File: src/sv/qse_pkg.sv
package qse_pkg;

  // Capacity of the element store; the range stack has the same depth.
  localparam int unsigned MaxItems   = 64;
  localparam int unsigned StackDepth = MaxItems;
  localparam int unsigned IdxW       = $clog2(MaxItems);
  localparam int unsigned CntW       = $clog2(MaxItems + 1);
  // Scan indices run one past either end of a range, so they carry a sign and a spare bit.
  localparam int unsigned PtrW       = IdxW + 2;
  localparam int unsigned ValW       = 32;
  localparam int unsigned RangeW     = 2 * IdxW;

  typedef logic signed [PtrW-1:0] ptr_t;
  typedef logic signed [ValW-1:0] val_t;

  typedef struct packed {
    logic signed [31:0] value;
    logic               last;
  } in_t;

  typedef struct packed {
    logic signed [31:0] value_res;
    logic               last_res;
    logic               overflow;
  } out_t;

  typedef struct packed {
    logic            we;
    logic [IdxW-1:0] waddr;
    val_t            wdata;
    logic [IdxW-1:0] raddr;
  } store_req_t;

  typedef struct packed {
    logic              we;
    logic [IdxW-1:0]   waddr;
    logic [RangeW-1:0] wdata;
    logic [IdxW-1:0]   raddr;
  } stack_req_t;

  typedef enum logic [3:0] {
    StLoad,
    StPop,
    StPopWait,
    StRange,
    StPivWait,
    StOuter,
    StScanI,
    StScanJ,
    StSwapI,
    StSwapJ,
    StPartEnd,
    StEmitRd,
    StEmitWait,
    StEmitHold
  } state_e;

endpackage

File: src/sv/quicksort_engine_top.sv
// Channel   Direction  Handshake                 Payload
// in        input      in_valid_i / in_ready_o   in_data_i  (qse_pkg::in_t)
// out       output     out_valid_o / out_ready_i out_data_o (qse_pkg::out_t)
//
// Loading takes one element per cycle while the block is in its load phase.
// After the element marked last, in_ready_o stays low while the sort runs over the
// element memory: a scan steps past one element per cycle and a swap writes both
// elements back, so the total depends on the data. Results then leave one at a
// time through the registered memory read, the next one read once the current
// one is taken. Reset needs no clearing pass; output stalls simply hold the result.
module quicksort_engine_top (
  input  logic          clk_i,
  input  logic          rst_ni,
  input  logic          in_valid_i,
  output logic          in_ready_o,
  input  qse_pkg::in_t  in_data_i,
  output logic          out_valid_o,
  input  logic          out_ready_i,
  output qse_pkg::out_t out_data_o
);

  qse_pkg::store_req_t           store_req;
  qse_pkg::stack_req_t           stack_req;
  qse_pkg::val_t                 store_rdata;
  logic [qse_pkg::RangeW-1:0]    stack_rdata;

  qse_core u_core (
    .clk_i         (clk_i),
    .rst_ni        (rst_ni),
    .in_valid_i    (in_valid_i),
    .in_ready_o    (in_ready_o),
    .in_data_i     (in_data_i),
    .out_valid_o   (out_valid_o),
    .out_ready_i   (out_ready_i),
    .out_data_o    (out_data_o),
    .store_req_o   (store_req),
    .store_rdata_i (store_rdata),
    .stack_req_o   (stack_req),
    .stack_rdata_i (stack_rdata)
  );

  qse_ram #(
    .Width (qse_pkg::ValW),
    .Depth (qse_pkg::MaxItems)
  ) u_store (
    .clk_i   (clk_i),
    .we_i    (store_req.we),
    .waddr_i (store_req.waddr),
    .wdata_i (store_req.wdata),
    .raddr_i (store_req.raddr),
    .rdata_o (store_rdata)
  );

  qse_ram #(
    .Width (qse_pkg::RangeW),
    .Depth (qse_pkg::StackDepth)
  ) u_stack (
    .clk_i   (clk_i),
    .we_i    (stack_req.we),
    .waddr_i (stack_req.waddr),
    .wdata_i (stack_req.wdata),
    .raddr_i (stack_req.raddr),
    .rdata_o (stack_rdata)
  );

endmodule

File: src/sv/qse_ram.sv
module qse_ram #(
  parameter int unsigned Width = 32,
  parameter int unsigned Depth = 64
) (
  input  logic                     clk_i,
  input  logic                     we_i,
  input  logic [$clog2(Depth)-1:0] waddr_i,
  input  logic [Width-1:0]         wdata_i,
  input  logic [$clog2(Depth)-1:0] raddr_i,
  output logic [Width-1:0]         rdata_o
);

  logic [Width-1:0] mem_q [Depth];

  always_ff @(posedge clk_i) begin
    if (we_i) begin
      mem_q[waddr_i] <= wdata_i;
    end
    rdata_o <= mem_q[raddr_i];
  end

endmodule

File: src/sv/qse_core.sv
module qse_core (
  input  logic                        clk_i,
  input  logic                        rst_ni,
  input  logic                        in_valid_i,
  output logic                        in_ready_o,
  input  qse_pkg::in_t                in_data_i,
  output logic                        out_valid_o,
  input  logic                        out_ready_i,
  output qse_pkg::out_t               out_data_o,
  output qse_pkg::store_req_t         store_req_o,
  input  qse_pkg::val_t               store_rdata_i,
  output qse_pkg::stack_req_t         stack_req_o,
  input  logic [qse_pkg::RangeW-1:0]  stack_rdata_i
);

  qse_pkg::state_e state_q, state_d;

  logic [qse_pkg::CntW-1:0] cnt_q, cnt_d;
  logic [qse_pkg::CntW-1:0] sp_q, sp_d;
  logic                     drop_q, drop_d;
  logic [qse_pkg::IdxW-1:0] k_q, k_d;

  qse_pkg::ptr_t lo_q, lo_d, hi_q, hi_d, i_q, i_d, j_q, j_d;
  qse_pkg::val_t pivot_q, pivot_d, ai_q, ai_d;
  qse_pkg::out_t out_q, out_d;

  logic                     full;
  logic [qse_pkg::CntW-1:0] n_after;
  qse_pkg::ptr_t            mid, i_inc, j_dec;

  always_ff @(posedge clk_i or negedge rst_ni) begin
    if (!rst_ni) begin
      state_q <= qse_pkg::StLoad;
      cnt_q   <= '0;
      sp_q    <= '0;
      drop_q  <= 1'b0;
      k_q     <= '0;
    end else begin
      state_q <= state_d;
      cnt_q   <= cnt_d;
      sp_q    <= sp_d;
      drop_q  <= drop_d;
      k_q     <= k_d;
    end
  end

  always_ff @(posedge clk_i) begin
    lo_q    <= lo_d;
    hi_q    <= hi_d;
    i_q     <= i_d;
    j_q     <= j_d;
    pivot_q <= pivot_d;
    ai_q    <= ai_d;
    out_q   <= out_d;
  end

  assign full    = (cnt_q == qse_pkg::CntW'(qse_pkg::MaxItems));
  assign n_after = full ? cnt_q : cnt_q + qse_pkg::CntW'(1);
  assign mid     = (lo_q + hi_q) >>> 1;
  assign i_inc   = i_q + qse_pkg::ptr_t'(1);
  assign j_dec   = j_q - qse_pkg::ptr_t'(1);

  assign in_ready_o  = (state_q == qse_pkg::StLoad);
  assign out_valid_o = (state_q == qse_pkg::StEmitHold);
  assign out_data_o  = out_q;

  always_comb begin
    state_d = state_q;
    cnt_d   = cnt_q;
    sp_d    = sp_q;
    drop_d  = drop_q;
    k_d     = k_q;
    lo_d    = lo_q;
    hi_d    = hi_q;
    i_d     = i_q;
    j_d     = j_q;
    pivot_d = pivot_q;
    ai_d    = ai_q;
    out_d   = out_q;

    store_req_o       = '0;
    store_req_o.raddr = i_q[qse_pkg::IdxW-1:0];
    stack_req_o       = '0;
    stack_req_o.raddr = sp_q[qse_pkg::IdxW-1:0];

    unique case (state_q)
      qse_pkg::StLoad: begin
        if (in_valid_i) begin
          if (full) begin
            drop_d = 1'b1;
          end else begin
            store_req_o.we    = 1'b1;
            store_req_o.waddr = cnt_q[qse_pkg::IdxW-1:0];
            store_req_o.wdata = in_data_i.value;
            cnt_d             = n_after;
          end
          if (in_data_i.last) begin
            k_d = '0;
            if (n_after < qse_pkg::CntW'(2)) begin
              state_d = qse_pkg::StEmitRd;
            end else begin
              // The whole list is the first range.
              stack_req_o.we    = 1'b1;
              stack_req_o.waddr = '0;
              stack_req_o.wdata = {qse_pkg::IdxW'(0),
                                   qse_pkg::IdxW'(n_after - qse_pkg::CntW'(1))};
              sp_d              = qse_pkg::CntW'(1);
              state_d           = qse_pkg::StPop;
            end
          end
        end
      end

      qse_pkg::StPop: begin
        if (sp_q == '0) begin
          state_d = qse_pkg::StEmitRd;
        end else begin
          stack_req_o.raddr = qse_pkg::IdxW'(sp_q - qse_pkg::CntW'(1));
          sp_d              = sp_q - qse_pkg::CntW'(1);
          state_d           = qse_pkg::StPopWait;
        end
      end

      qse_pkg::StPopWait: begin
        lo_d    = qse_pkg::ptr_t'({2'b00, stack_rdata_i[qse_pkg::RangeW-1:qse_pkg::IdxW]});
        hi_d    = qse_pkg::ptr_t'({2'b00, stack_rdata_i[qse_pkg::IdxW-1:0]});
        state_d = qse_pkg::StRange;
      end

      qse_pkg::StRange: begin
        if (lo_q < hi_q) begin
          store_req_o.raddr = mid[qse_pkg::IdxW-1:0];
          state_d           = qse_pkg::StPivWait;
        end else begin
          state_d = qse_pkg::StPop;
        end
      end

      qse_pkg::StPivWait: begin
        pivot_d = store_rdata_i;
        i_d     = lo_q;
        j_d     = hi_q;
        state_d = qse_pkg::StOuter;
      end

      qse_pkg::StOuter: begin
        if (i_q <= j_q) begin
          store_req_o.raddr = i_q[qse_pkg::IdxW-1:0];
          state_d           = qse_pkg::StScanI;
        end else begin
          state_d = qse_pkg::StPartEnd;
        end
      end

      // Each scan step checks the element fetched in the cycle before
      // and fetches the next one in case the scan goes on.
      qse_pkg::StScanI: begin
        if (i_q < hi_q && store_rdata_i < pivot_q) begin
          i_d               = i_inc;
          store_req_o.raddr = i_inc[qse_pkg::IdxW-1:0];
        end else begin
          ai_d              = store_rdata_i;
          store_req_o.raddr = j_q[qse_pkg::IdxW-1:0];
          state_d           = qse_pkg::StScanJ;
        end
      end

      qse_pkg::StScanJ: begin
        if (j_q > lo_q && pivot_q < store_rdata_i) begin
          j_d               = j_dec;
          store_req_o.raddr = j_dec[qse_pkg::IdxW-1:0];
        end else begin
          // The element at j is kept in the value_res field of the output register.
          pivot_d = pivot_q;
          out_d.value_res = store_rdata_i;
          state_d         = (i_q <= j_q) ? qse_pkg::StSwapI : qse_pkg::StOuter;
        end
      end

      qse_pkg::StSwapI: begin
        store_req_o.we    = 1'b1;
        store_req_o.waddr = i_q[qse_pkg::IdxW-1:0];
        store_req_o.wdata = out_q.value_res;
        state_d           = qse_pkg::StSwapJ;
      end

      qse_pkg::StSwapJ: begin
        store_req_o.we    = 1'b1;
        store_req_o.waddr = j_q[qse_pkg::IdxW-1:0];
        store_req_o.wdata = ai_q;
        i_d               = i_inc;
        j_d               = j_dec;
        state_d           = qse_pkg::StOuter;
      end

      // Push the larger part and carry on with the smaller one, which
      // bounds the stack depth by the log of the list length.
      qse_pkg::StPartEnd: begin
        if ((j_q - lo_q) < (hi_q - i_q)) begin
          if (i_q < hi_q && sp_q < qse_pkg::CntW'(qse_pkg::StackDepth)) begin
            stack_req_o.we    = 1'b1;
            stack_req_o.waddr = sp_q[qse_pkg::IdxW-1:0];
            stack_req_o.wdata = {i_q[qse_pkg::IdxW-1:0], hi_q[qse_pkg::IdxW-1:0]};
            sp_d              = sp_q + qse_pkg::CntW'(1);
          end
          hi_d = j_q;
        end else begin
          if (lo_q < j_q && sp_q < qse_pkg::CntW'(qse_pkg::StackDepth)) begin
            stack_req_o.we    = 1'b1;
            stack_req_o.waddr = sp_q[qse_pkg::IdxW-1:0];
            stack_req_o.wdata = {lo_q[qse_pkg::IdxW-1:0], j_q[qse_pkg::IdxW-1:0]};
            sp_d              = sp_q + qse_pkg::CntW'(1);
          end
          lo_d = i_q;
        end
        state_d = qse_pkg::StRange;
      end

      qse_pkg::StEmitRd: begin
        store_req_o.raddr = k_q;
        state_d           = qse_pkg::StEmitWait;
      end

      qse_pkg::StEmitWait: begin
        out_d.value_res = store_rdata_i;
        out_d.last_res  = (qse_pkg::CntW'(k_q) + qse_pkg::CntW'(1) == cnt_q);
        out_d.overflow  = drop_q;
        state_d         = qse_pkg::StEmitHold;
      end

      qse_pkg::StEmitHold: begin
        if (out_ready_i) begin
          if (out_q.last_res) begin
            cnt_d   = '0;
            drop_d  = 1'b0;
            sp_d    = '0;
            state_d = qse_pkg::StLoad;
          end else begin
            k_d               = k_q + qse_pkg::IdxW'(1);
            store_req_o.raddr = k_q + qse_pkg::IdxW'(1);
            state_d           = qse_pkg::StEmitWait;
          end
        end
      end

      default: begin
        state_d = qse_pkg::StLoad;
      end
    endcase
  end

endmodule

File: config.mk
export PLATFORM = sky130hd
export DESIGN_NAME = quicksort_engine_top
export DESIGN_NICKNAME = d
export VERILOG_FILES = /design/src/sv/qse_pkg.sv /design/src/sv/quicksort_engine_top.sv /design/src/sv/qse_ram.sv /design/src/sv/qse_core.sv
export SDC_FILE = /design/constraint.sdc
export NUM_CORES = 2
export LEC_CHECK = 0
export ABC_AREA = 1
export BUFFER_PORTS_ARGS = -buffer_cell sky130_fd_sc_hd__buf_2
export CORE_UTILIZATION = 56
export DETAILED_ROUTE_END_ITERATION = 8
export PLACE_DENSITY = 0.69
export SYNTH_ARGS = -nofsm -noshare
export SYNTH_HDL_FRONTEND = slang
export SYNTH_SLANG_ARGS = --single-unit
File: constraint.sdc
create_clock -name clk_i -period 9.4 [get_ports clk_i]
set_clock_uncertainty 0.05 [all_clocks]
set_input_delay 0.94 -clock clk_i [delete_from_list [all_inputs] [get_ports clk_i]]
set_output_delay 0.94 -clock clk_i [all_outputs]
set_load 0.01 [all_outputs]
==> results_dict.tcl <==
set metrics [dict create \
    endpoint "u_stack.mem_q[15][0]$_DFFE_PP_" \
    worstPathArrival_ns 7.60 \
    crit_top_cell "nand2_1" \
    maxCapViolCount 0 \
    period_needed_ns 7.08 \
    drc_errors 0 \
    post_drt_wl_per_cell_um 25.6 \
    met2_length_mm 175 \
    cp_cell_sequence "inv_1 > ha_1 > nand2_1 > o21ai_0 > a21oi_1 > o21ai_0 > nand2_1 > nand2_1 > a21oi_1 > xor2_1 > ha_1 > inv_1 > nor3_1 > a21oi_1 > nand2_1 > inv_1 > nor2_1 > nor3_1 > nand3_1 > nor2_1" \
    slowest_stage "nor2_1" \
    grt_overflow_total 0 \
    clock_latency_ns 0.98 \
    peakVddDrop_uv 543 \
    timing.rr.start "u_core.i_q[2]$_DFFE_PP_" \
    grt_max_degree 198 \
    fp-row-count 176 \
    hold_class "in2reg" \
    initial_core_util_pct 56.6 \
    ioPinCount 73 \
    h-tree-depth 5 \
    synth_area_leader_cell "edfxtp_1" \
    dpl_worst_slack_ns 2.40 \
    fin_tns_setup_ns 0 \
    mappedNetlistNets 11471 \
    topRoutingLayerUsed "met5" \
    crit_required_ns 9.92 \
    rsz0062_at_grt "no" \
    first_iter_violations 11057 \
    p_per_area_mw_per_mm2 372 \
    fin_ws_ns 2.32 \
    clkSinkCount 3015 \
    drt_pre_antenna_iters 6 \
    reg2regPathDepth 20 \
    cts.repair.resized 0 \
    grt_first_pass_wirelength_mm 545 \
    cts_root_buffer "clkbuf_16" \
    min_period_over_period_pct 75.3 \
    critPathCaptureType "flop" \
    status "finished clean" \
    coreArea_mm2 0.231 \
    grt_usage_pct 31.1 \
    slew_headroom_pct 11.7 \
    ys_seq_area_share_pct 68.9 \
    synth_edf_count 2946 \
    worst_pin_slew_ns 1.32 \
    setup_violations 0 \
    ys_async_sr_fraction_pct 0.829 \
    gp_congestion 0.910 \
    via_count 88482 \
    multi_input_area_mm2 0.0334 \
    antenna_found_initial 5 \
    yosysTopAreaCellShare_pct 67.8 \
    antenna_left 0 \
    layout_commonest_cell "edfxtp_1" \
    worstPathMaxFanout 12 \
    criticalPathCategory "reg2reg" \
    critPathLaunch "u_core.i_q[2]$_DFFE_PP_" \
    r2r_end "u_stack.mem_q[15][0]$_DFFE_PP_" \
    slowest_delay_ns 1.21 \
    synth-seq-cells 3015 \
    grt_pass1_vias 84773 \
    final_core_util_pct 62.5 \
    cts_max_path_buffers 4 \
    cts_tree "done" \
    syn_to_final_growth_pct 10.5 \
    ys_types 49 \
    dp_hpwl_mm 199 \
    nFillCells 17462 \
    via_per_inst 6.12 \
    drv_slew 0 \
    r2r_slack_ns 2.32 \
    seqCellArea_mm2 0.0900 \
    synth_cells 11347 \
    fmax_mhz 141 \
    syn-cell-area_mm2 0.131 \
    drive_gt1_share_pct 7.35 \
    leakagePower_nw 54.7 \
    layout_common_cells "edfxtp_1 (2946), nand3_1 (2288), nand2_1 (1511)" \
    finalHoldViolCount 0 \
    critPathTopFamily "simple AND/OR/NAND/NOR gates" \
    crit_buf_inv 3 \
    met3_length_mm 33.6 \
    cp-start-kind "flop" \
    met1_length_mm 143 \
    routed_wl_mm 370 \
    dieArea_mm2 0.235 \
    synthTopCellsByArea "edfxtp_1 (68%), nand3_1 (8.9%), nand3b_1 (4.4%)" \
    portBuffers 72 \
    syn_avg_cell_area_um2 11.5 \
    cts_buffers 323 \
    nNetsFinal 11325 \
    die_w_um 485 \
    clk_pin_slew_ns 0.06 \
    fp.dieH_um 485 \
    ys.flop_type "edfxtp_1" \
    cp.depth 20 \
    ys_warn_count 0 \
]
[worst min-delay path, cell delays in order]
cell and delay (ns):
buf_2 0.13, nor2_1 0.07, inv_1 0.07, a31oi_1 0.07
[cell usage after synthesis (all sizes together), types with 4 or more instances]
master	n
a211oi	5
a21o	4
a21oi	53
buf	366
clkbuf	372
dfrtp	25
dfxtp	44
edfxtp	2946
ha	84
inv	1340
nand2	1515
nand3	2322
nand3b	767
nand4	15
nor2	598
nor3	21
nor4	5
o211ai	102
o21a	6
o21ai	452
o221ai	104
o22ai	126
o31ai	4
xnor2	10
xor2	31
[stage by stage]
stage	cells	area, µm²	hold slack, ns	power [mW]
finish	14469	144000	0.366	53.6
global route	14467	144000	0.364	56.2
CTS	14465	144000	0.315	53.4
detailed placement	13901	134000	0.394	41.2
global placement	13901	134000	0.387	40.8
floorplan	11347	131000	0.375	33.2
[worst min-delay path by stage]
stage	start	end	cells past startpoint
floorplan	u_core.drop_q$_DFFE_PN0P_	u_core.out_data_o[0]$_DFFE_PP_	0
global placement	u_core.drop_q$_DFFE_PN0P_	u_core.out_data_o[0]$_DFFE_PP_	0
detailed placement	u_core.drop_q$_DFFE_PN0P_	u_core.out_data_o[0]$_DFFE_PP_	0
CTS	in_valid_i	u_core.drop_q$_DFFE_PN0P_	4
global route	in_valid_i	u_core.drop_q$_DFFE_PN0P_	4
finish	in_valid_i	u_core.drop_q$_DFFE_PN0P_	4
[registers in the layout, summed over array words and instances, names as in the netlist, 6 cells and up]
| signal | cells |
|---|---|
| u_stack.mem_q | 768 |
| u_core.cnt_q | 7 |
| u_core.lo_q | 8 |
| u_core.j_q | 8 |
| u_core.hi_q | 8 |
| u_core.out_data_o | 34 |
| u_store.rdata_o | 32 |
| u_core.i_q | 8 |
| u_core.pivot_q | 32 |
| u_core.ai_q | 32 |
| u_stack.rdata_o | 12 |
| u_core.k_q | 6 |
| u_core.sp_q | 7 |
| u_store.mem_q | 2048 |
[what timing repair did]
| action | 4_1_cts | 5_1_grt |
|---|---|---|
| setup buffers | 0 | 0 |
| hold buffers | 1 | 0 |
| hold endpoints to repair | 3 | 0 |
[metal layers]
metal	up-vias	GRT usage, %
met5	-	0
met1	43181	41.5
li1	39668	-
met3	953	5.05
met4	2	14.6
met2	4678	50.2
[cell type report]
cell class | count | share of cell area, %
clock inverters | 143 | 0.935
multi-input cells | 6251 | 23.1
clock buffers | 420 | 5.97
repair buffers | 267 | 1.47
well taps | 3026 | 2.62
flip-flops and latches | 3015 | 62.3
diodes | 4 | 0.00694
inverters | 1343 | 3.51
[where the power goes]
part	internal [mW]	total (mW)	switching (mW)
logic	6.41	24.6	18.2
clock network	7.12	12.2	5.08
registers	16.4	16.9	0.438
[kinds of logic after synthesis]
logic type,count (synthesis),synth area share (%)
AO/OA/AOI/OAI,877,4.06
adder cells (fa/ha/maj),87,0.851
flip-flops,3015,68.9
AND/OR/NAND/NOR,5246,19.6
buffers and inverters,2081,6.31
XOR/XNOR,41,0.275
No activity file was read; power rests on OpenSTA's default activity.
